$ cat config.mk
export PLATFORM = sky130hd
export DESIGN_NAME = rcc_ram
export DESIGN_NICKNAME = d
export VERILOG_FILES = /design/src/rcc_ram.sv
export SDC_FILE = /design/constraint.sdc
export NUM_CORES = 1
export LEC_CHECK = 0
export CAP_MARGIN = 20
export CORE_ASPECT_RATIO = 1.5
export CORE_MARGIN = 2
export CORE_UTILIZATION = 45
export CTS_BUF_LIST = sky130_fd_sc_hd__clkbuf_16
export CTS_CLUSTER_SIZE = 25
export DETAILED_ROUTE_END_ITERATION = 7
export DONT_BUFFER_PORTS = 1
export SYNTH_ARGS = -nofsm -noshare
export SYNTH_HDL_FRONTEND = slang
export SYNTH_SLANG_ARGS = --single-unit
$ cat constraint.sdc
create_clock -name clk_i -period 4.1 [get_ports clk_i]
set_input_delay 0.205 -clock clk_i [delete_from_list [all_inputs] [get_ports clk_i]]
set_output_delay 0.205 -clock clk_i [all_outputs]
set_load 0.02 [all_outputs]
$ cat src/rcc_ram.sv
// Generic single-write, single-read RAM with registered read data.
module rcc_ram #(
  parameter int unsigned WIDTH = 8,
  parameter int unsigned DEPTH = 16
) (
  input  logic                     clk_i,
  input  logic                     we_i,
  input  logic [$clog2(DEPTH)-1:0] waddr_i,
  input  logic [WIDTH-1:0]         wdata_i,
  input  logic                     re_i,
  input  logic [$clog2(DEPTH)-1:0] raddr_i,
  output logic [WIDTH-1:0]         rdata_o
);

  logic [WIDTH-1:0] mem_q [DEPTH];
  logic [WIDTH-1:0] rdata_q;

  always_ff @(posedge clk_i) begin
    if (we_i) begin
      mem_q[waddr_i] <= wdata_i;
    end
    if (re_i) begin
      rdata_q <= mem_q[raddr_i];
    end
  end

  assign rdata_o = rdata_q;

endmodule

==> flow_summary.ini, run 1 <==
[run_status]
outcome = completed

[placement]
port_buffers = 0
post-place-cells = 371
dpl-instance-area_um2 = 5344
pre_cts_slack_ns = 2.144
place.gp.congestion = 0.8060
hpwlAfterDp_um = 6209

[setup_path]
crit_slowest_cell = mux4_1
crit_buf_inv = 0
r2r.worst_path.cells = 3
cp_cell_sequence = mux4_1 -> a22oi_1 -> nand2_1
cp-start-kind = flip-flop
r2r-end = rdata_o[0]$_DFFE_PP_
crit_fanout = 1
r2r-start = mem_q[0][0]$_DFFE_PP_
critical_path.max_stage_delay_ns = 0.52
rrSetupSlack_ns = 2.56
required_ns = 4.25
worstPathArrival_ns = 1.69
critPathTopFamily = multiplexers
endpoint_kind = flip-flop
critPathKind = flip-flop to flip-flop

[synthesis]
synth_top_area_share_pct = 78.12
synthMostInstantiatedCell = edfxtp_1
synth_nets = 248
synth-simple-area-share_pct = 3.135
synth_area_per_cell_um2 = 22.83
synth_compound_area_share_pct = 2.298
synthArstFlopShare_pct = 0
synth_top_cell_by_area = edfxtp_1
yosysUniqueCellTypes = 18
synth-edff-count = 136
syn_area_um2 = 5228
synth_top_family_by_area = multiplexers
synthCells = 229
ys_ff_latch = 136
synth_area_leaders = edfxtp_1 78%, mux4_2 7.8%, mux4_1 7.0%, a22oi_1 2.3%, nor2_1 0.93%
yosysSeqAreaShare_pct = 78.12
ys_warn_count = 0
synth_adder_area_share_pct = 0
synthMuxAreaShare_pct = 14.79
synth-main-ff-cell = edfxtp_1
synth.top_cells.by_count = 136 x edfxtp_1, 18 x mux4_2, 16 x a22oi_1
synthXorXnorAreaFrac_pct = 0

[die]
ioPinCount = 27
die_area_um2 = 12510
die_h_um = 136.0
initial_core_util_pct = 45.81
design.core.area_um2 = 11410
rows = 48
die_w_um = 92

[layout]
design_area_um2 = 5986
areaGrowthSynthToFinish_pct = 14.50
fillers = 924
fin_nets = 272
antennaDiodeCount = 0
final_cells = 416
drive_gt1_share_pct = 18.05

[timing]
hold_viol_final = 0
timing.final.crit_share_pct = 37.52
setup_viol = 0
slew-limit-headroom_pct = 38.11
final-max-slew-violation-count = 0
clock_skew_ns = 0.003478
min_period_ns = 1.538
rsz0062_at_grt = no
worst_pin_slew_ns = 0.9249
fmax_mhz = 650.1
timing.final.ws_setup_ns = 2.562
tns_ns = 0

[routing]
wl_um = 9838
vias = 2314
wl_per_cell_um = 23.65
drt_pre_antenna_iters = 4
ant_nets = 0
drc = 0
drt-initial-drc-count = 198
via_per_inst = 5.563

[power_and_ir_drop]
leakage_nw = 1.942
vdd_ir_drop_max_v = 0.0003088
p_per_area_nw_per_um2 = 504.8
total_power_mw = 3.021

[hold_path]
hold_end = mem_q[8][6]$_DFFE_PP_
holdCritPathClass = input port to flip-flop
holdPathStages = 1
hold_start = waddr_i[0]

[clock_network]
cts.sink_count = 136
clockBufferDepth = 2
clk_pin_slew_worst_paths_ns = 0.05
clk_latency_ns = 0.41
cts_tree = done
cts_resized = 0
clock-root-buffer = clkbuf_16
cts_made_buffers = 17
htreeDepth = 4

[grt]
grt_antenna_before_repair = 0
track_usage_pct = 17.32
grt_pass1_wl_um = 14840
overflow = 0
grt_max_degree = 33
grt_pass1_vias = 2457

[flow_run]
drv_cap = 0
-- final cells by class --
type	instances	area, um^2	area share, %
Sequential cell	136	4084	68.23
Clock buffer	17	425.4	7.107
Tap cell	150	187.7	3.135
Timing Repair Buffer	15	135.1	2.258
Multi-Input combinational cell	83	1057	17.66
Clock inverter	15	96.34	1.610
-- worst max-delay path by stage --
stage / start / endpoint / slack, ns / cells past startpoint
2_1_floorplan: waddr_i[2] / mem_q[0][0]$_DFFE_PP_ / 2.40 / 2
3_3_place_gp: waddr_i[2] / mem_q[0][2]$_DFFE_PP_ / 2.24 / 2
3_5_place_dp: waddr_i[2] / mem_q[0][3]$_DFFE_PP_ / 2.14 / 2
4_1_cts: mem_q[0][0]$_DFFE_PP_ / rdata_o[0]$_DFFE_PP_ / 2.57 / 3
5_1_grt: mem_q[1][0]$_DFFE_PP_ / rdata_o[0]$_DFFE_PP_ / 2.49 / 3
6_report: mem_q[0][0]$_DFFE_PP_ / rdata_o[0]$_DFFE_PP_ / 2.56 / 3
-- what timing repair did --
action / 4_1_cts / 5_1_grt
hold buffers: 9 / 2
buffers inserted: 0 / 0
hold endpoints to repair: 136 / 1
-- registers in the layout (all words and copies together) (netlist names) --
signal / cells
mem_q: 128
rdata_o: 8
-- worst reg2reg max path: cells and delay by family (launching register included) --
family / cells / cell delay, ns
AOI/OAI and AO/OA: 1 / 0.26
and+or+nand+nor: 1 / 0.12
DFF: 1 / 0.38
muxes: 1 / 0.52
-- cells in the final DEF (no fill, tap or decap), drive strengths merged --
cell         netlist  routed
nand2              9       9
nor3               4       4
dlygate4sd3        0      11
nor2b              1       1
nand2b             2       2
mux4              32      32
a22oi             16      16
bufinv             0       1
or3b               1       1
and2b              1       1
nand3              1       1
buf                7       4
nand3b             2       2
and2               1       1
clkinvlp           0       2
clkbuf             0      17
clkinv             0       9
nor2              13      13
edfxtp           136     136
inv                0       3
-- logic make-up after synthesis --
logic type / count (synthesis)
multiplexers: 32
flip-flops: 136
AO/OA/AOI/OAI: 16
buffers and inverters: 10
AND/OR/NAND/NOR: 35
-- where the power goes --
group,switching [mW],internal (mW),leakage (nW)
logic,0.0593,0.0513,0.440
registers,0.0163,1.57,1.24
clock network,0.517,0.809,0.266
-- per-layer routing --
layer | GRT usage (%) | vias up | part of all wire [%]
li1 | - | 1029 | -
met1 | 20.51 | 1194 | 40
met2 | 29.08 | 73 | 52
met3 | 5.543 | 18 | 5.6
met4 | 7.711 | 0 | 2.3
met5 | 0 | - | 0
-- metrics by stage --
step	hold WS [ns]	utilization, %
after floorplan	0.3039	-
after global placement	0.3047	46.83
after detailed placement	0.3045	46.83
after CTS	0.1269	52.19
after global routing	0.02458	52.46
final	0.02997	52.46
Note: power is estimated with default switching activity, not from simulation.
==> inputs of run 2 (changes only) <==
Settings changed: ABC_AREA set to 1.
Clock period 4.1 ns to 1.3 ns, I/O delays scaled along.
==> flow_summary.ini, run 2 <==
[run_status]
outcome = completed

[synthesis]
synth-main-ff-cell = edfxtp_1
synth_top_area_share_pct = 69.85
synth_adder_area_share_pct = 0
yosysUniqueCellTypes = 11
synthXorXnorAreaFrac_pct = 0
synth_area_leaders = edfxtp_1 70%, nand2_1 11%, nand3_1 8.3%, inv_1 6.4%, buf_6 1.2%
synth-simple-area-share_pct = 20.76
synth_nets = 570
ys_ff_latch = 136
synth_compound_area_share_pct = 0
yosysSeqAreaShare_pct = 69.85
ys_warn_count = 0
synthArstFlopShare_pct = 0
syn_area_um2 = 5847
synthCells = 551
synth_top_family_by_area = simple AND/OR/NAND/NOR gates
synth-edff-count = 136
synthMostInstantiatedCell = nand2_1
synth_top_cell_by_area = edfxtp_1
synth.top_cells.by_count = 173 x nand2_1, 136 x edfxtp_1, 100 x inv_1
synth_area_per_cell_um2 = 10.61
synthMuxAreaShare_pct = 0

[setup_path]
crit_slowest_cell = edfxtp_1
cp_cell_sequence = inv_1 -> nand2_1 -> nand3_1 -> nand3_1 -> nand3_1 -> nand2_1
cpMostUsedCell = nand3_1
crit_start = mem_q[4][2]$_DFFE_PP_
critPathTopFamily = simple AND/OR/NAND/NOR gates
cp-start-kind = flip-flop
required_ns = 1.46
critical_path.max_stage_delay_ns = 0.37
endpoint_kind = flip-flop
worstPathArrival_ns = 1.30
critPathKind = flip-flop to flip-flop
r2r-start = mem_q[4][2]$_DFFE_PP_
crit_buf_inv = 1
crit_fanout = 1

[die]
rows = 51
ioPinCount = 27
die_h_um = 143.6
design.core.area_um2 = 12830
die_area_um2 = 13940
die_w_um = 97.07
initial_core_util_pct = 45.59

[grt]
grt_antenna_before_repair = 0
grt_pass1_vias = 3723
track_usage_pct = 20.72
grt_max_degree = 66
grt_pass1_wl_um = 20920
overflow = 0

[routing]
via_per_inst = 5.085
drt-initial-drc-count = 290
wl_per_cell_um = 17.95
drc = 0
drt_pre_antenna_iters = 5
vias = 3844
wl_um = 13570
ant_nets = 0

[timing]
hold_ws_ns = 0.01778
timing.final.crit_share_pct = 88.02
tns_ns = 0
hold_viol_final = 0
min_period_ns = 1.144
slew-limit-headroom_pct = 45.07
clock_skew_ns = 0.006356
final-max-slew-violation-count = 0
worst_pin_slew_ns = 0.8212
fmax_mhz = 873.9
rsz0062_at_grt = no
setup_viol = 0

[layout]
antennaDiodeCount = 0
final_cell_mix = 173 x nand2_1, 136 x edfxtp_1, 101 x inv_1, 97 x nand3_1, 22 x buf_4
areaGrowthSynthToFinish_pct = 16.09
drive_gt1_share_pct = 8.878
fin_nets = 603
final_common_cell = nand2_1
design_area_um2 = 6788
final_util_pct = 52.92
top_register = mem_q
largest_reg_flops = 128
fillers = 1107

[power_and_ir_drop]
p_per_area_nw_per_um2 = 1480
total_power_mw = 10.05
leakage_nw = 2.892
vdd_ir_drop_max_v = 0.0009374

[placement]
place.gp.congestion = 0.8504
hpwlAfterDp_um = 8350
port_buffers = 0
dpl-instance-area_um2 = 6085

[hold_path]
hold_start = raddr_i[1]
holdCritPathClass = input port to flip-flop

[clock_network]
cts_tree = done
cts.sink_count = 136
cts_made_buffers = 17
clk_latency_ns = 0.41
clockBufferDepth = 2
clk_pin_slew_worst_paths_ns = 0.06
htreeDepth = 4
clock-root-buffer = clkbuf_16
cts_resized = 0

[flow_run]
drv_cap = 0
-- run 2: cell count changes in the layout (fill, tap and decap cells not counted), moves of 4 or more --
cell     delta
a22oi_1    -16
nand2_1   +164
nor2_1      +4
nand3_1    +96
inv_1      +98
buf_4      +20
mux4_2     -18
nor3_1      -4
mux4_1     -14
-- run 2: tightest hold or removal path, cell delays in order --
cell and delay (ns):
nand2_1 0.05, nand3_1 0.07, nand3_1 0.06, nand2_1 0.07
-- run 2: timing repair --
| item | CTS | global route |
|---|---|---|
| hold buffers | 14 | 0 |
| buffers inserted | 0 | 0 |
| endpoints found under the hold margin | 144 | 0 |
-- run 2: worst paths after layout --
| kind | cells past startpoint | to | slack (ns) |
|---|---|---|---|
| worst min register to register | 6 | rdata_o[3]$_DFFE_PP_ | 0.77 |
| worst max-delay path | 6 | rdata_o[2]$_DFFE_PP_ | 0.16 |
| worst max register to register | 6 | rdata_o[2]$_DFFE_PP_ | 0.16 |
| worst min-delay path | 4 | rdata_o[7]$_DFFE_PP_ | 0.02 |
-- run 2: power breakdown --
group	switching, mW	internal, mW
combinational	0.351	0.173
clock	1.74	2.78
sequential	0.0582	4.95
total	2.15	7.90
-- run 2: layout make-up --
cell class	instances	area [um^2]	share of cell area, %
flip-flops and latches	136	4084	60.17
well taps	159	198.9	2.931
multi-input cells	289	1214	17.88
inverters	102	382.9	5.641
clock inverters	15	137.6	2.028
clock buffers	17	425.4	6.267
repair buffers	38	345.3	5.088
-- run 2: kinds of logic after synthesis --
logic type,count (synthesis)
flip-flops,136
AND/OR/NAND/NOR,289
buffers and inverters,126
-- run 2: per-layer routing --
metal	vias to the layer above	GRT usage, %	wire length (um)
li1	1845	-	-
met5	-	0	0
met4	0	9.340	412
met2	132	35.60	7056
met1	1838	24.13	5363
met3	29	6.031	735
-- run 2: metrics by stage --
| step | setup WS, ns | cells |
|---|---|---|
| 3_3_place_gp | 0.1326 | 710 |
| 2_1_floorplan | 0.2842 | 551 |
| 6_report | 0.1557 | 756 |
| 5_1_grt | 0.05272 | 756 |
| 4_1_cts | 0.1585 | 756 |
| 3_5_place_dp | 0.1136 | 710 |
==> inputs of run 3 (changes only) <==
Settings changed: CORE_UTILIZATION 45 to 55, PLACE_DENSITY set to 0.73.
==> flow_summary.ini, run 3 (same netlist as run 2, synthesis figures left out) <==
[run_status]
outcome = completed

[routing]
wl_um = 13470
ant_nets = 0
vias = 3936
dr_wl_met3_um = 1047
via_per_inst = 5.341
drt_pre_antenna_iters = 5
drt-initial-drc-count = 339
met2_length_um = 7103
wl_per_cell_um = 18.28
wl_met1_um = 4803
drc = 0
highest_layer = met4

[setup_path]
cp_cell_sequence = inv_1 -> nand2_1 -> nand3_1 -> nand3_1 -> nand3_1 -> nand2_1
cpMostUsedCell = nand3_1
critical_path.max_stage_delay_ns = 0.36
crit_start = mem_q[7][1]$_DFFE_PP_
critPathTopFamily = simple AND/OR/NAND/NOR gates
r2r.worst_path.cells = 6
crit_slowest_cell = edfxtp_1
rrSetupSlack_ns = 0.13
required_ns = 1.47
r2r-start = mem_q[7][1]$_DFFE_PP_
r2r-end = rdata_o[1]$_DFFE_PP_
cp-start-kind = flip-flop
crit_buf_inv = 1
worstPathArrival_ns = 1.34
endpoint_kind = flip-flop
crit_fanout = 1
critPathKind = flip-flop to flip-flop

[power_and_ir_drop]
p_per_area_nw_per_um2 = 1561
total_power_mw = 10.63
sw_frac_of_total_pct = 20.15
power.switching_mw = 2.142
leakage_nw = 2.918
combPwrFrac_pct = 4.9
p_seq_share_pct = 47.1
clockPowerShare_pct = 48.0
vdd_ir_drop_max_v = 0.001341
internal-power_mw = 8.489

[layout]
design_area_um2 = 6809
areaGrowthSynthToFinish_pct = 16.46
top_register = mem_q
antennaDiodeCount = 0
drive_gt1_share_pct = 8.769
final_cells = 737
multi_input_area_um2 = 1214
largest_reg_flops = 128
final_common_cell = nand2_1
final_cell_mix = 173 x nand2_1, 136 x edfxtp_1, 102 x inv_1, 97 x nand3_1, 19 x buf_4
regArea_um2 = 4084
final_util_pct = 65.00
fillers = 815
fin_nets = 599

[grt]
grt_max_degree = 66
grt_antenna_before_repair = 0
track_usage_pct = 25.43
grt_pass1_vias = 3909
overflow = 0
grt_pass1_wl_um = 20560

[hold_path]
hold_end = rdata_o[1]$_DFFE_PP_
holdCritPathClass = input port to flip-flop
hold_start = raddr_i[1]
holdPathStages = 4

[clock_network]
clock-root-buffer = clkbuf_16
clk_pin_slew_worst_paths_ns = 0.06
clk_latency_ns = 0.41
cts_tree = done
htreeDepth = 4
clockBufferDepth = 2
cts.sink_count = 136
cts_made_buffers = 17

[timing]
worst_pin_slew_ns = 0.7482
clock_skew_ns = 0.005408
hold_viol_final = 0
min_period_ns = 1.172
setup_viol = 0
fmax_mhz = 853.2
tns_ns = 0
final-max-slew-violation-count = 0
slew-limit-headroom_pct = 49.96
timing.final.crit_share_pct = 90.16
rsz0062_at_grt = no

[placement]
post-place-cells = 692
hpwlAfterDp_um = 8278
dpl-instance-area_um2 = 6043
place.gp.congestion = 0.8412
port_buffers = 0

[die]
initial_core_util_pct = 55.82
rows = 46
design.core.area_um2 = 10480
ioPinCount = 27
die_area_um2 = 11490
die_w_um = 88.19
die_h_um = 130.3

[flow_run]
drv_cap = 0
==> run 3: what timing repair did <==
item / in CTS / in global routing
hold endpoints to repair: 144 / 0
resized for setup: 0 / 0
buffers inserted: 0 / 0
hold buffers: 13 / 0
==> run 3: stage by stage <==
| step | hold slack, ns | worst slack (ns) |
|---|---|---|
| 2_1_floorplan | 0.1639 | 0.2842 |
| 3_3_place_gp | 0.1649 | 0.1643 |
| 3_5_place_dp | 0.1646 | 0.1292 |
| 4_1_cts | 0.0007078 | 0.1118 |
| 5_1_grt | 0.02821 | 0.03391 |
| 6_report | 0.01743 | 0.1279 |
==> run 3: worst max-delay path by stage <==
stage,to,depth (start not counted)
finish,rdata_o[1]$_DFFE_PP_,6
global route,rdata_o[1]$_DFFE_PP_,6
floorplan,mem_q[10][0]$_DFFE_PP_,2
detailed placement,rdata_o[1]$_DFFE_PP_,7
CTS,rdata_o[1]$_DFFE_PP_,6
global placement,rdata_o[1]$_DFFE_PP_,7
==> run 3: area by class of cell <==
class / instances / area share [%]
clock buffer: 17 / 6.248
clock inverter: 15 / 3.087
inverter: 102 / 5.623
multi-input combinational: 289 / 17.82
sequential: 136 / 59.98
tap: 144 / 2.646
timing repair buffer: 34 / 4.594
==> run 3: worst reg2reg max path: stages, from the launching register on <==
cell and delay, ns:
edfxtp_1 0.36, inv_1 0.06, nand2_1 0.05, nand3_1 0.08
nand3_1 0.14, nand3_1 0.17, nand2_1 0.07
==> run 3: power by group through the flow <==
stage	combinational (mW)	clock [mW]	sequential, mW
2_1_floorplan	0.346	0	5.08
3_3_place_gp	0.387	0	5.09
3_5_place_dp	0.400	0	5.10
4_1_cts	0.518	5.16	5.01
5_1_grt	0.575	5.33	5.01
6_report	0.519	5.11	5.01
==> run 3: routing by layer <==
metal | track usage, % | vias to the layer above
met5 | 0 | -
li1 | - | 1837
met3 | 7.337 | 36
met1 | 29.24 | 1854
met4 | 13.46 | 0
met2 | 42.64 | 209
