### config.mk
export PLATFORM = sky130hd
export DESIGN_NAME = rcc_scan
export DESIGN_NICKNAME = d
export VERILOG_FILES = /design/src/rcc_pkg.sv /design/src/rcc_scan.sv
export SDC_FILE = /design/constraint.sdc
export NUM_CORES = 1
export LEC_CHECK = 0
export BUFFER_PORTS_ARGS = -buffer_cell sky130_fd_sc_hd__buf_2
export CORE_ASPECT_RATIO = 0.6
export CORE_UTILIZATION = 39
export DETAILED_ROUTE_END_ITERATION = 16
export HOLD_SLACK_MARGIN = 0.15
export PLACE_DENSITY = 0.77
export SYNTH_ARGS = -nofsm -noshare
export SYNTH_HDL_FRONTEND = slang
export SYNTH_SLANG_ARGS = --single-unit
### constraint.sdc
create_clock -name clk_i -period 2.7 [get_ports clk_i]
set_clock_uncertainty 0.1 [all_clocks]
set_input_delay 0.135 -clock clk_i [delete_from_list [all_inputs] [get_ports clk_i]]
set_output_delay 0.135 -clock clk_i [all_outputs]
set_load 0.005 [all_outputs]
### src/rcc_pkg.sv
// Shared types, codes and defaults of the two-generation run cache.
package rcc_pkg;

  localparam int unsigned SLOTS_DEF    = 64;
  localparam int unsigned TAG_BITS_DEF = 32;

  localparam int unsigned CAPACITY_W = 7;
  localparam int unsigned BUDGET_W   = 22;
  localparam int unsigned RUN_W      = 16;
  localparam int unsigned VAR_W      = 8;
  localparam int unsigned IN_TAG_W   = 32;
  localparam int unsigned SLOT_W     = 7;
  localparam int unsigned COUNT_W    = 32;
  localparam int unsigned CFG_IDX_W  = 2;
  localparam int unsigned CFG_DATA_W = 22;

  localparam int unsigned IN_DATA_W  = 56;
  localparam int unsigned OUT_DATA_W = 72;

  localparam logic [CAPACITY_W-1:0] CAPACITY_RST = 7'd64;
  localparam logic [BUDGET_W-1:0]   BUDGET_RST   = 22'd65536;
  localparam logic [RUN_W-1:0]      MAX_RUN_RST  = 16'd1024;

  typedef enum logic [2:0] {
    ST_HOT_HIT  = 3'd0,
    ST_COLD_HIT = 3'd1,
    ST_MISS     = 3'd2,
    ST_LONG     = 3'd3,
    ST_CLEARED  = 3'd4
  } status_e;

  typedef enum logic {
    ACT_LOOKUP = 1'b0,
    ACT_CLEAR  = 1'b1
  } action_e;

  typedef enum logic [CFG_IDX_W-1:0] {
    REG_CAPACITY    = 2'd0,
    REG_UNIT_BUDGET = 2'd1,
    REG_MAX_RUN     = 2'd2
  } reg_e;

  typedef enum logic [1:0] {
    S_IDLE,
    S_SCAN,
    S_DRAIN,
    S_COMMIT
  } state_e;

  typedef struct packed {
    logic hot_hit;
    logic cold_hit;
    logic free_any;
    logic free_rot;
  } scan_flags_t;

endpackage

### src/rcc_scan.sv
// Shared key comparator and free-entry tracker, fed one entry per cycle.
module rcc_scan #(
  parameter int unsigned IDX_W    = 7,
  parameter int unsigned KEY_BITS = 32
) (
  input  logic                      clk_i,
  input  logic                      rst_ni,
  input  logic                      start_i,
  input  logic                      pend_i,
  input  logic [IDX_W-1:0]          idx_i,
  input  logic                      ent_valid_i,
  input  logic                      ent_hot_i,
  input  logic [KEY_BITS-1:0]       rd_tag_i,
  input  logic [rcc_pkg::VAR_W-1:0] rd_var_i,
  input  logic [rcc_pkg::RUN_W-1:0] rd_units_i,
  input  logic [KEY_BITS-1:0]       key_tag_i,
  input  logic [rcc_pkg::VAR_W-1:0] key_var_i,
  output rcc_pkg::scan_flags_t      flags_o,
  output logic [IDX_W-1:0]          hot_idx_o,
  output logic [IDX_W-1:0]          cold_idx_o,
  output logic [rcc_pkg::RUN_W-1:0] cold_units_o,
  output logic [IDX_W-1:0]          free_idx_o,
  output logic [IDX_W-1:0]          free_rot_idx_o
);

  rcc_pkg::scan_flags_t      flags_q, flags_d;
  logic [IDX_W-1:0]          hot_idx_q, hot_idx_d;
  logic [IDX_W-1:0]          cold_idx_q, cold_idx_d;
  logic [rcc_pkg::RUN_W-1:0] cold_units_q, cold_units_d;
  logic [IDX_W-1:0]          free_idx_q, free_idx_d;
  logic [IDX_W-1:0]          free_rot_idx_q, free_rot_idx_d;
  logic                      match;

  assign match = ent_valid_i && (rd_tag_i == key_tag_i) && (rd_var_i == key_var_i);

  always_comb begin
    flags_d        = flags_q;
    hot_idx_d      = hot_idx_q;
    cold_idx_d     = cold_idx_q;
    cold_units_d   = cold_units_q;
    free_idx_d     = free_idx_q;
    free_rot_idx_d = free_rot_idx_q;
    if (start_i) begin
      flags_d = '0;
    end else if (pend_i) begin
      // last hot match wins; otherwise the first cold match
      if (match && ent_hot_i) begin
        flags_d.hot_hit = 1'b1;
        hot_idx_d       = idx_i;
      end
      if (match && !ent_hot_i && !flags_q.cold_hit) begin
        flags_d.cold_hit = 1'b1;
        cold_idx_d       = idx_i;
        cold_units_d     = rd_units_i;
      end
      if (!ent_valid_i && !flags_q.free_any) begin
        flags_d.free_any = 1'b1;
        free_idx_d       = idx_i;
      end
      // free once hot has become cold and the old cold is gone
      if (!(ent_valid_i && ent_hot_i) && !flags_q.free_rot) begin
        flags_d.free_rot = 1'b1;
        free_rot_idx_d   = idx_i;
      end
    end
  end

  always_ff @(posedge clk_i or negedge rst_ni) begin
    if (!rst_ni) begin
      flags_q <= '0;
    end else begin
      flags_q <= flags_d;
    end
  end

  always_ff @(posedge clk_i) begin
    hot_idx_q      <= hot_idx_d;
    cold_idx_q     <= cold_idx_d;
    cold_units_q   <= cold_units_d;
    free_idx_q     <= free_idx_d;
    free_rot_idx_q <= free_rot_idx_d;
  end

  assign flags_o        = flags_q;
  assign hot_idx_o      = hot_idx_q;
  assign cold_idx_o     = cold_idx_q;
  assign cold_units_o   = cold_units_q;
  assign free_idx_o     = free_idx_q;
  assign free_rot_idx_o = free_rot_idx_q;

endmodule

==> reports/qor.yml, run 1 <==
outcome: "completed"
synth-seq-area-share_pct: 71.8
grt-ovfl-total: 0
fin_crit_ns: 1.78
cts_setup_buffers: 0
post-route-period-util_pct: 65.8
insertion_delay_ns: 0.29
drt-total-wl_um: 5270
grtUsageTotal_pct: 20.1
io_buffer_count: 156
critPathMaxFanout: 23
cp.arrival_ns: 1.64
slew_viol_final: 0
wl_per_cell_um: 13.8
rsz0062_at_grt: "no"
ff_latch_area_um2: 1420
avgSynthCellArea_um2: 16.2
clk_pin_slew_ns: 0.08
cts_resized: 0
antenna_found_initial: 0
timing.setup.tns_ns: 0
rows: 19
dpl_cell_area_um2: 2880
initial_core_util_pct: 41.9
worst_setup_path_end_kind: "flop"
synth_cell_types: 16
coreArea_um2: 4730
clock_path_buffers: 2
vias: 1706
die_h_um: 57.2
maxCapViolCount: 0
die_x_um: 94
drt_first_iter_violations: 38
p_leak_uw: 0.00142
firstDrtPassIters: 4
fillers: 350
hold_path.class: "in2reg"
grt_pass1_wl_um: 8090
slew_headroom_pct: 73.2
place.gp.congestion: 0.804
holdWs_ns: 0.247
setup_viol: 0
p_total_uw: 1640
synthesis.area_um2: 1980
nNetsFinal: 427
clkSinkCount: 48
grt_pass1_vias: 1791
drc: 0
cts_buffers: 5
cts_tree: "done"
fmax_ghz: 0.563
vias_per_cell: 4.47
dieArea_um2: 5380
grt_max_degree: 24
multi_input_area_um2: 561
dpl.hpwl_um: 4010
final_layout_size_suffix_gt1_share_pct: 53.6
dp.cells: 345
yosys_warnings: 0
tightestPinTransition_ns: 0.399
ir_drop_mv: 0.414
h-tree-depth: 2
area_growth_pct: 67.0
cts-root-buf: "clkbuf_8"
final_area_um2: 3310
syn_inst: 122
antennaDiodeCount: 0
cts_hold_buf: 29
p_per_area_nw_per_um2: 497
synth_seq_cells: 48
stdcell_count: 382
startpoint_type: "input pin"
finalHoldViolCount: 0
syn_nets: 231
crit_required_ns: 2.56
io_pins: 157
postRouteAntennaNets: 0
worstSetupPathType: "in2reg"
==> synth_stat cells <==
cell       n  share of area, %
dfrtp_1    4               5.1
nor3b_1    1              0.38
nor2_1     5              0.95
and3_1     2              0.63
edfxtp_1  44                67
nand2b_1   1              0.32
xor2_1     3               1.3
nor4_2     3               1.9
a21oi_1    2              0.51
inv_1      2              0.38
nor3_1     3              0.76
nand2_1    3              0.57
xnor2_1   37                16
nand4_1    9               2.8
nand4b_1   1              0.44
a41oi_1    2              0.88
==> stage by stage <==
| step | utilization, % | setup WS, ns |
|---|---|---|
| finish | 69.9 | 0.924 |
| global route | 69.9 | 0.798 |
| CTS | 69.9 | 0.935 |
| detailed placement | 60.9 | 0.628 |
| global placement | 60.9 | 0.626 |
| floorplan | - | 0.473 |
==> worst max-delay path, cell delays in order <==
cell and delay, ns:
buf_2 0.11, xnor2_1 0.16, nand4_1 0.12, nor4_2 0.38, nand2_1 0.16, nor4_4 0.22, buf_4 0.33
==> sequential cells by signal, summed over array words and instances, names as in the netlist <==
register	count
free_rot_idx_o	7
flags_o	4
cold_idx_o	7
cold_units_o	16
free_idx_o	7
hot_idx_o	7
==> report_power, final <==
part,switching [µW],internal [µW]
Combinational,81.4,135
Sequential,3.34,820
Clock,231,372
Total,316,1330
==> worst paths after layout <==
kind / start / end / slack (ns) / cells after the start
hold / removal: ent_valid_i / flags_o[3] / 0.25 / 5
max in group asynchronous: rst_ni / flags_o[2] / 1.69 / 3
hold reg to reg: flags_o[3] / flags_o[3] / 0.44 / 2
setup / recovery: key_tag_i[9] / cold_units_o[2] / 0.92 / 7
min in group asynchronous: rst_ni / flags_o[0] / 0.63 / 3
setup reg to reg: flags_o[2] / cold_units_o[2] / 1.23 / 2
==> placed cells by master, fill, tap and decap left out <==
cell type      synthesis  routed
buf_2                  0     156
edfxtp_1              44      44
xnor2_1               37      37
dlygate4sd3_1          0      29
nand4_1                9       9
nor2_1                 5       5
clkbuf_8               0       5
dfrtp_1                4       4
buf_4                  0       4
nand2_1                3       3
xor2_1                 3       3
nor3_1                 3       3
inv_1                  2       2
nor4_2                 3       2
and3_1                 2       2
a41oi_1                2       2
a21oi_1                2       2
bufinv_16              0       2
nand4b_1               1       1
nor4_4                 0       1
nand2b_1               1       1
nor3b_1                1       1
inv_6                  0       1
==> logic make-up after synthesis <==
group	after synthesis	synth area share, %
flip-flops	48	71.8
XOR/XNOR	40	17.7
AND/OR/NAND/NOR	28	8.78
AO/OA/AOI/OAI	4	1.39
buffers and inverters	2	0.379
==> layer usage <==
| metal | global-route usage [%] | vias to the layer above | wire (µm) |
|---|---|---|---|
| li1 | - | 841 | - |
| met1 | 23.6 | 777 | 2150 |
| met2 | 36.1 | 76 | 2640 |
| met3 | 5.33 | 12 | 361 |
| met4 | 7.25 | 0 | 114 |
| met5 | 0 | - | 0 |
==> layout make-up <==
type / instances / area share, %
sequential: 48 / 43.0
timing repair buffer: 189 / 33.3
clock inverter: 3 / 2.08
inverter: 2 / 0.227
clock buffer: 5 / 2.08
multi-input combinational: 72 / 17.0
tap: 63 / 2.38
(Power assumes the default switching activity.)
==> run 2, diff against run 1 <==
--- a/config.mk
+++ b/config.mk
@@ -5,12 +5,13 @@
 export SDC_FILE = /design/constraint.sdc
 export NUM_CORES = 1
 export LEC_CHECK = 0
+export ABC_AREA = 1
 export BUFFER_PORTS_ARGS = -buffer_cell sky130_fd_sc_hd__buf_2
 export CORE_ASPECT_RATIO = 0.6
 export CORE_UTILIZATION = 39
 export DETAILED_ROUTE_END_ITERATION = 16
 export HOLD_SLACK_MARGIN = 0.15
-export PLACE_DENSITY = 0.77
+export PLACE_DENSITY = 0.73
 export SYNTH_ARGS = -nofsm -noshare
 export SYNTH_HDL_FRONTEND = slang
 export SYNTH_SLANG_ARGS = --single-unit
==> constraint.sdc (replaced) <==
create_clock -name clk_i -period 1.5 [get_ports clk_i]
set_clock_uncertainty 0.1 [all_clocks]
set_input_delay 0.075 -clock clk_i [delete_from_list [all_inputs] [get_ports clk_i]]
set_output_delay 0.075 -clock clk_i [all_outputs]
set_load 0.005 [all_outputs]
==> reports/qor.yml, run 2 <==
worstSetupPathType: "reg2reg"
final_layout_size_suffix_gt1_share_pct: 40.5  # -13 points
coreArea_um2: 6250  # +32%
grt_pass1_wl_um: 12200  # +51%
clock_path_buffers: 2  # unchanged
grt-ovfl-total: 0  # unchanged
nNetsFinal: 673  # +58%
die_x_um: 107  # +14%
worst_slack_ns: 0.0130  # -0.911 ns
grt_pass1_vias: 2653  # +48%
synthArstFlopShare_pct: 8.33  # unchanged
grtUsageTotal_pct: 23.4  # +3.3 points
holdCritStartpoint: "start_i"
largest_register_ffs: 16  # unchanged
holdWs_ns: 0.0628  # -0.184 ns
synth_edf_count: 44  # unchanged
crit_required_ns: 1.42  # -1.14 ns
worstReg2RegStart: "flags_o[2]"
postRouteAntennaNets: 0  # unchanged
outcome: "completed"
antenna_found_initial: 0  # unchanged
rsz0062_at_grt: "yes"
synth_seq_cells: 48  # unchanged
clkSinkCount: 48  # unchanged
fillers: 496  # +42%
cts_tree: "done"
p_total_uw: 3220  # +96%
synth_commonest_cells: "nand2_1 (124), inv_1 (77), edfxtp_1 (44)"
fmax_ghz: 0.672
cp_slowest_cell: "dfrtp_2"
h-tree-depth: 2  # unchanged
yosys_warnings: 0  # unchanged
synth_cell_types: 18  # +2
firstDrtPassIters: 5  # +1
p_leak_uw: 0.00235  # +65%
fin_crit_ns: 1.49
io_buffer_count: 156  # unchanged
cp.arrival_ns: 1.41  # -0.23 ns
die_h_um: 65.1  # +14%
drc: 0  # unchanged
drt_first_iter_violations: 199  # +420%
synth-seq-area-share_pct: 54.9  # -17 points
synth_top_area_cell: "edfxtp_1"
hold_path.class: "in2reg"
tightestPinTransition_ns: 0.228  # -0.171 ns
grt_max_degree: 24  # unchanged
synthFlopType: "edfxtp_1"
synth.area.top_cells: "edfxtp_1 (51%), nand2_1 (18%), inv_1 (11%), nor2_1 (5.4%), nand4_1 (5.1%)"
path_cells: "nor3_4 -> inv_2 -> nor2_4 -> clkbuf_16"
cts_hold_buf: 30  # +3.4%
ir_drop_mv: 0.539  # +30%
io_pins: 157  # unchanged
clk_pin_slew_ns: 0.09  # about the same
startpoint_type: "flop"
stdcell_count: 649  # +70%
timing.setup.tns_ns: 0  # unchanged
p_per_area_nw_per_um2: 742  # +49%
cts_buffers: 5  # unchanged
synthMostInstantiatedCell: "nand2_1"
dp.cells: 611  # +77%
multi_input_area_um2: 922  # +65%
wl_per_cell_um: 12.6  # -8.6%
antennaDiodeCount: 0  # unchanged
cts-root-buf: "clkbuf_8"
drt-total-wl_um: 8190  # +55%
slew_viol_final: 0  # unchanged
synth_top_area_share_pct: 51.0  # -16 points
rows: 22  # +3
worst_setup_path_end_kind: "flop"
dpl.hpwl_um: 6430  # +60%
vias: 2873  # +68%
finalHoldViolCount: 0  # unchanged
area_growth_pct: 67.5
slew_headroom_pct: 84.7  # +12 points
syn_nets: 442  # +91%
dp_slack_ns: -0.137  # -0.765 ns
cp-startpoint: "flags_o[2]"
avgSynthCellArea_um2: 7.78  # -52%
setup_viol: 0  # unchanged
final_cell_mix: "buf_2 (154), nand2_1 (121), inv_1 (69)"
dieArea_um2: 6980  # +30%
slowest_delay_ns: 0.44  # +0.06 ns
place.gp.congestion: 0.877  # +9.1%
syn_inst: 333  # +170%
vias_per_cell: 4.43  # -0.88%
critPathMaxFanout: 11  # -52%
synthesis.area_um2: 2590  # +31%
layout_commonest_cell: "buf_2"
maxCapViolCount: 0  # unchanged
insertion_delay_ns: 0.30  # about the same
ff_latch_area_um2: 1420  # about the same
initial_core_util_pct: 41.4  # -0.42 points
post-route-period-util_pct: 99.1
==> run 2: cell types whose count changed after synthesis, sizes merged, moves of 2 or more <==
cell   change
a41oi      -2
xor2       -3
nor2      +33
or2        +2
nand4     +12
and3       -2
nand2    +121
inv       +80
nor4       -3
nand3      +7
xnor2     -34
==> run 2: critical path: cells and delay by family, from the launching register on <==
family / cells / cell delay (ns)
buf+inv: 2 / 0.27
flops: 1 / 0.44
simple gates: 2 / 0.40
==> run 2: final cells by class <==
type,instances,area share (%)
flip-flops and latches,48,32.8
inverters,83,7.70
clock inverters,3,1.59
repair buffers,224,32.7
multi-input cells,202,21.3
well taps,84,2.42
clock buffers,5,1.59
==> run 2: where the power goes <==
group	switching (µW)	total, µW	internal [µW]
Combinational	302	627	324
Sequential	7.21	1480	1480
Clock	437	1110	671
==> run 2: kinds of logic (layout without fill, tap and decap cells) <==
kind of cell,after synthesis,after routing,share of synthesized area [%]
buf+inv,83,315,12.0
compound gates,3,3,0.676
simple gates,196,196,31.4
xor+xnor,3,3,1.01
flops,48,48,54.9
==> run 2: final timing paths <==
kind | cells after the start | endpoint | slack (ns)
setup / recovery | 4 | cold_idx_o[4] | 0.01
hold / removal | 4 | flags_o[1] | 0.06
setup reg to reg | 4 | cold_idx_o[4] | 0.01
hold reg to reg | 2 | flags_o[3] | 0.41
max in group asynchronous | 3 | flags_o[2] | 0.49
min in group asynchronous | 3 | flags_o[3] | 0.61
==> run 2: per-stage QoR <==
step	instance area (µm²)	util (%)
floorplan	2660	-
global placement	3840	61.5
detailed placement	3840	61.5
global route	4340	69.4
finish	4340	69.4
CTS	4280	68.5
==> run 2: timing repair <==
action                     4_1_cts  5_1_grt
buffers inserted                 0        1
setup endpoints to repair        0       25
resized for setup                0        7
hold endpoints to repair        52        1
==> run 2: layer usage <==
metal | GRT usage [%] | routed length, µm | share of wire [%]
met1 | 32.8 | 3800 | 46
met2 | 39.0 | 3740 | 46
met3 | 4.07 | 571 | 7.0
met4 | 3.94 | 76 | 0.93
met5 | 0 | 0 | 0
==> run 3, diff against run 2 <==
--- a/config.mk
+++ b/config.mk
@@ -10,6 +10,7 @@
 export CORE_ASPECT_RATIO = 0.6
 export CORE_UTILIZATION = 39
 export DETAILED_ROUTE_END_ITERATION = 16
+export GPL_TIMING_DRIVEN = 0
 export HOLD_SLACK_MARGIN = 0.15
 export PLACE_DENSITY = 0.73
 export SYNTH_ARGS = -nofsm -noshare
==> constraint.sdc (replaced) <==
create_clock -name clk_i -period 1.3 [get_ports clk_i]
set_clock_uncertainty 0.1 [all_clocks]
set_input_delay 0.065 -clock clk_i [delete_from_list [all_inputs] [get_ports clk_i]]
set_output_delay 0.065 -clock clk_i [all_outputs]
set_load 0.005 [all_outputs]
==> reports/qor.yml, run 3 (synthesized netlist as in run 2, its figures left out) <==
area_growth_pct: 61.3
setup_viol: 30  # +30
holdCritStartpoint: "ent_hot_i"
die_x_um: 107  # unchanged
outcome: "finished, violations left"
die_h_um: 65.1  # unchanged
layout_commonest_cell: "buf_2"
h-tree-depth: 2  # unchanged
largest_register_ffs: 16  # unchanged
final_area_um2: 4180  # -3.7%
multi_input_area_um2: 1000  # +8.4%
coreArea_um2: 6250  # unchanged
rsz0062_at_grt: "yes"
startpoint_type: "flop"
cts-root-buf: "clkbuf_8"
final_cell_mix: "buf_2 (147), nand2_1 (108), inv_1 (69)"
worst_slack_ns: -0.0867  # -0.0997 ns
finalHoldViolCount: 0  # unchanged
wl_per_cell_um: 13.1  # +4.0%
io_buffer_count: 156  # unchanged
grt_max_degree: 15  # -38%
io_pins: 157  # unchanged
cp-startpoint: "flags_o[2]"
dpl_cell_area_um2: 3510  # -8.6%
worst_setup_path_end_kind: "flop"
antenna_found_initial: 0  # unchanged
dpl.hpwl_um: 6260  # -2.5%
drc: 0  # unchanged
crit_required_ns: 1.22  # -0.20 ns
cts_tree: "done"
antennaDiodeCount: 0  # unchanged
drt_first_iter_violations: 195  # -2.0%
maxCapViolCount: 0  # unchanged
grt_pass1_wl_um: 12400  # +1.6%
p_total_uw: 3220  # about the same
slew_viol_final: 0  # unchanged
cp.arrival_ns: 1.30  # -0.11 ns
clock_path_buffers: 2  # unchanged
ff_latch_area_um2: 1420  # about the same
rows: 22  # unchanged
grt_pass1_vias: 2643  # -0.38%
p_per_area_nw_per_um2: 771  # +3.9%
drt-total-wl_um: 8180  # -0.12%
slew_headroom_pct: 80.5  # -4.3 points
ir_drop_mv: 0.625  # +16%
vias_per_cell: 4.50  # +1.6%
tightestPinTransition_ns: 0.292  # +0.0638 ns
dieArea_um2: 6980  # unchanged
worstSetupPathType: "reg2reg"
firstDrtPassIters: 6  # +1
nNetsFinal: 647  # -3.9%
fin_crit_ns: 1.39  # -0.100 ns
fillers: 516  # +4.0%
insertion_delay_ns: 0.29  # about the same
initial_core_util_pct: 41.4  # unchanged
postRouteAntennaNets: 0  # unchanged
critPathMaxFanout: 4  # -7
post-route-period-util_pct: 107  # +7.5 points
worstReg2RegStart: "flags_o[2]"
cts_buffers: 5  # unchanged
clk_pin_slew_ns: 0.08  # about the same
grt-ovfl-total: 0  # unchanged
place.gp.congestion: 0.923  # +5.2%
final_layout_size_suffix_gt1_share_pct: 40.6  # +0.10 points
vias: 2801  # -2.5%
grtUsageTotal_pct: 23.9  # +0.45 points
fmax_ghz: 0.721  # +7.2%
hold_path.class: "in2reg"
fin_util_pct: 66.8  # -2.6 points
clkSinkCount: 48  # unchanged
cts_hold_buf: 30  # unchanged
p_leak_uw: 0.00221  # -5.6%
violations: "setup timing"
## run 3: changes by cell type in the layout (fill, tap and decap cells not counted), moves of 7 or more
cell     previous run  this run
buf_4              38         5
buf_6               0        13
buf_2             154       147
nand2_2             2        15
nand2_1           121       108
## run 3: what timing repair did
action | in CTS | in global routing
setup endpoints to repair | 44 | 44
setup buffers | 7 | 4
pin swaps | 12 | 26
resized for setup | 24 | 30
hold endpoints to repair | 59 | 1
gates cloned | 1 | 0
## run 3: layout make-up
| type | count | area share, % |
|---|---|---|
| inverters | 83 | 7.46 |
| repair buffers | 197 | 30.0 |
| flip-flops and latches | 48 | 34.0 |
| multi-input cells | 203 | 23.9 |
| clock buffers | 6 | 1.74 |
| clock inverters | 2 | 0.270 |
| well taps | 84 | 2.52 |
## run 3: report_power, final
group	switching (µW)	internal, µW
clock	452	373
combinational	340	339
sequential	10.8	1710
## run 3: worst paths after layout
check | to | slack (ns) | cells past startpoint
max reg2reg | cold_units_o[7] | -0.09 | 4
max in group asynchronous | flags_o[0] | 0.38 | 3
min in group asynchronous | flags_o[3] | 0.56 | 3
max | cold_units_o[7] | -0.09 | 4
min reg2reg | flags_o[3] | 0.40 | 2
min | flags_o[2] | 0.11 | 5
## run 3: routing by layer
layer  vias to the layer above  wire length (µm)  track usage [%]
li1                       1437                 -                -
met1                      1256              3860             35.3
met2                        99              3600             36.7
met3                         9               651             4.17
met4                         0                70             5.31
met5                         -                 0                0
## run 3: stage by stage
stage / hold slack, ns / TNS, ns / std cells / setup slack (ns)
global route: 0.124 / -2.27 / 623 / -0.117
finish: 0.108 / -1.94 / 623 / -0.0867
floorplan: -0.331 / -5.47 / 333 / -0.200
detailed placement: -0.223 / -28.02 / 573 / -0.818
global placement: -0.225 / -26.72 / 573 / -0.784
CTS: 0.0899 / -2.70 / 619 / -0.0887
## run 3: worst max-delay path, stage by stage (launching register included)
cell	delay (ns)
dfrtp_1	0.39
nor3_2	0.21
inv_2	0.10
nor2_4	0.17
buf_6	0.14
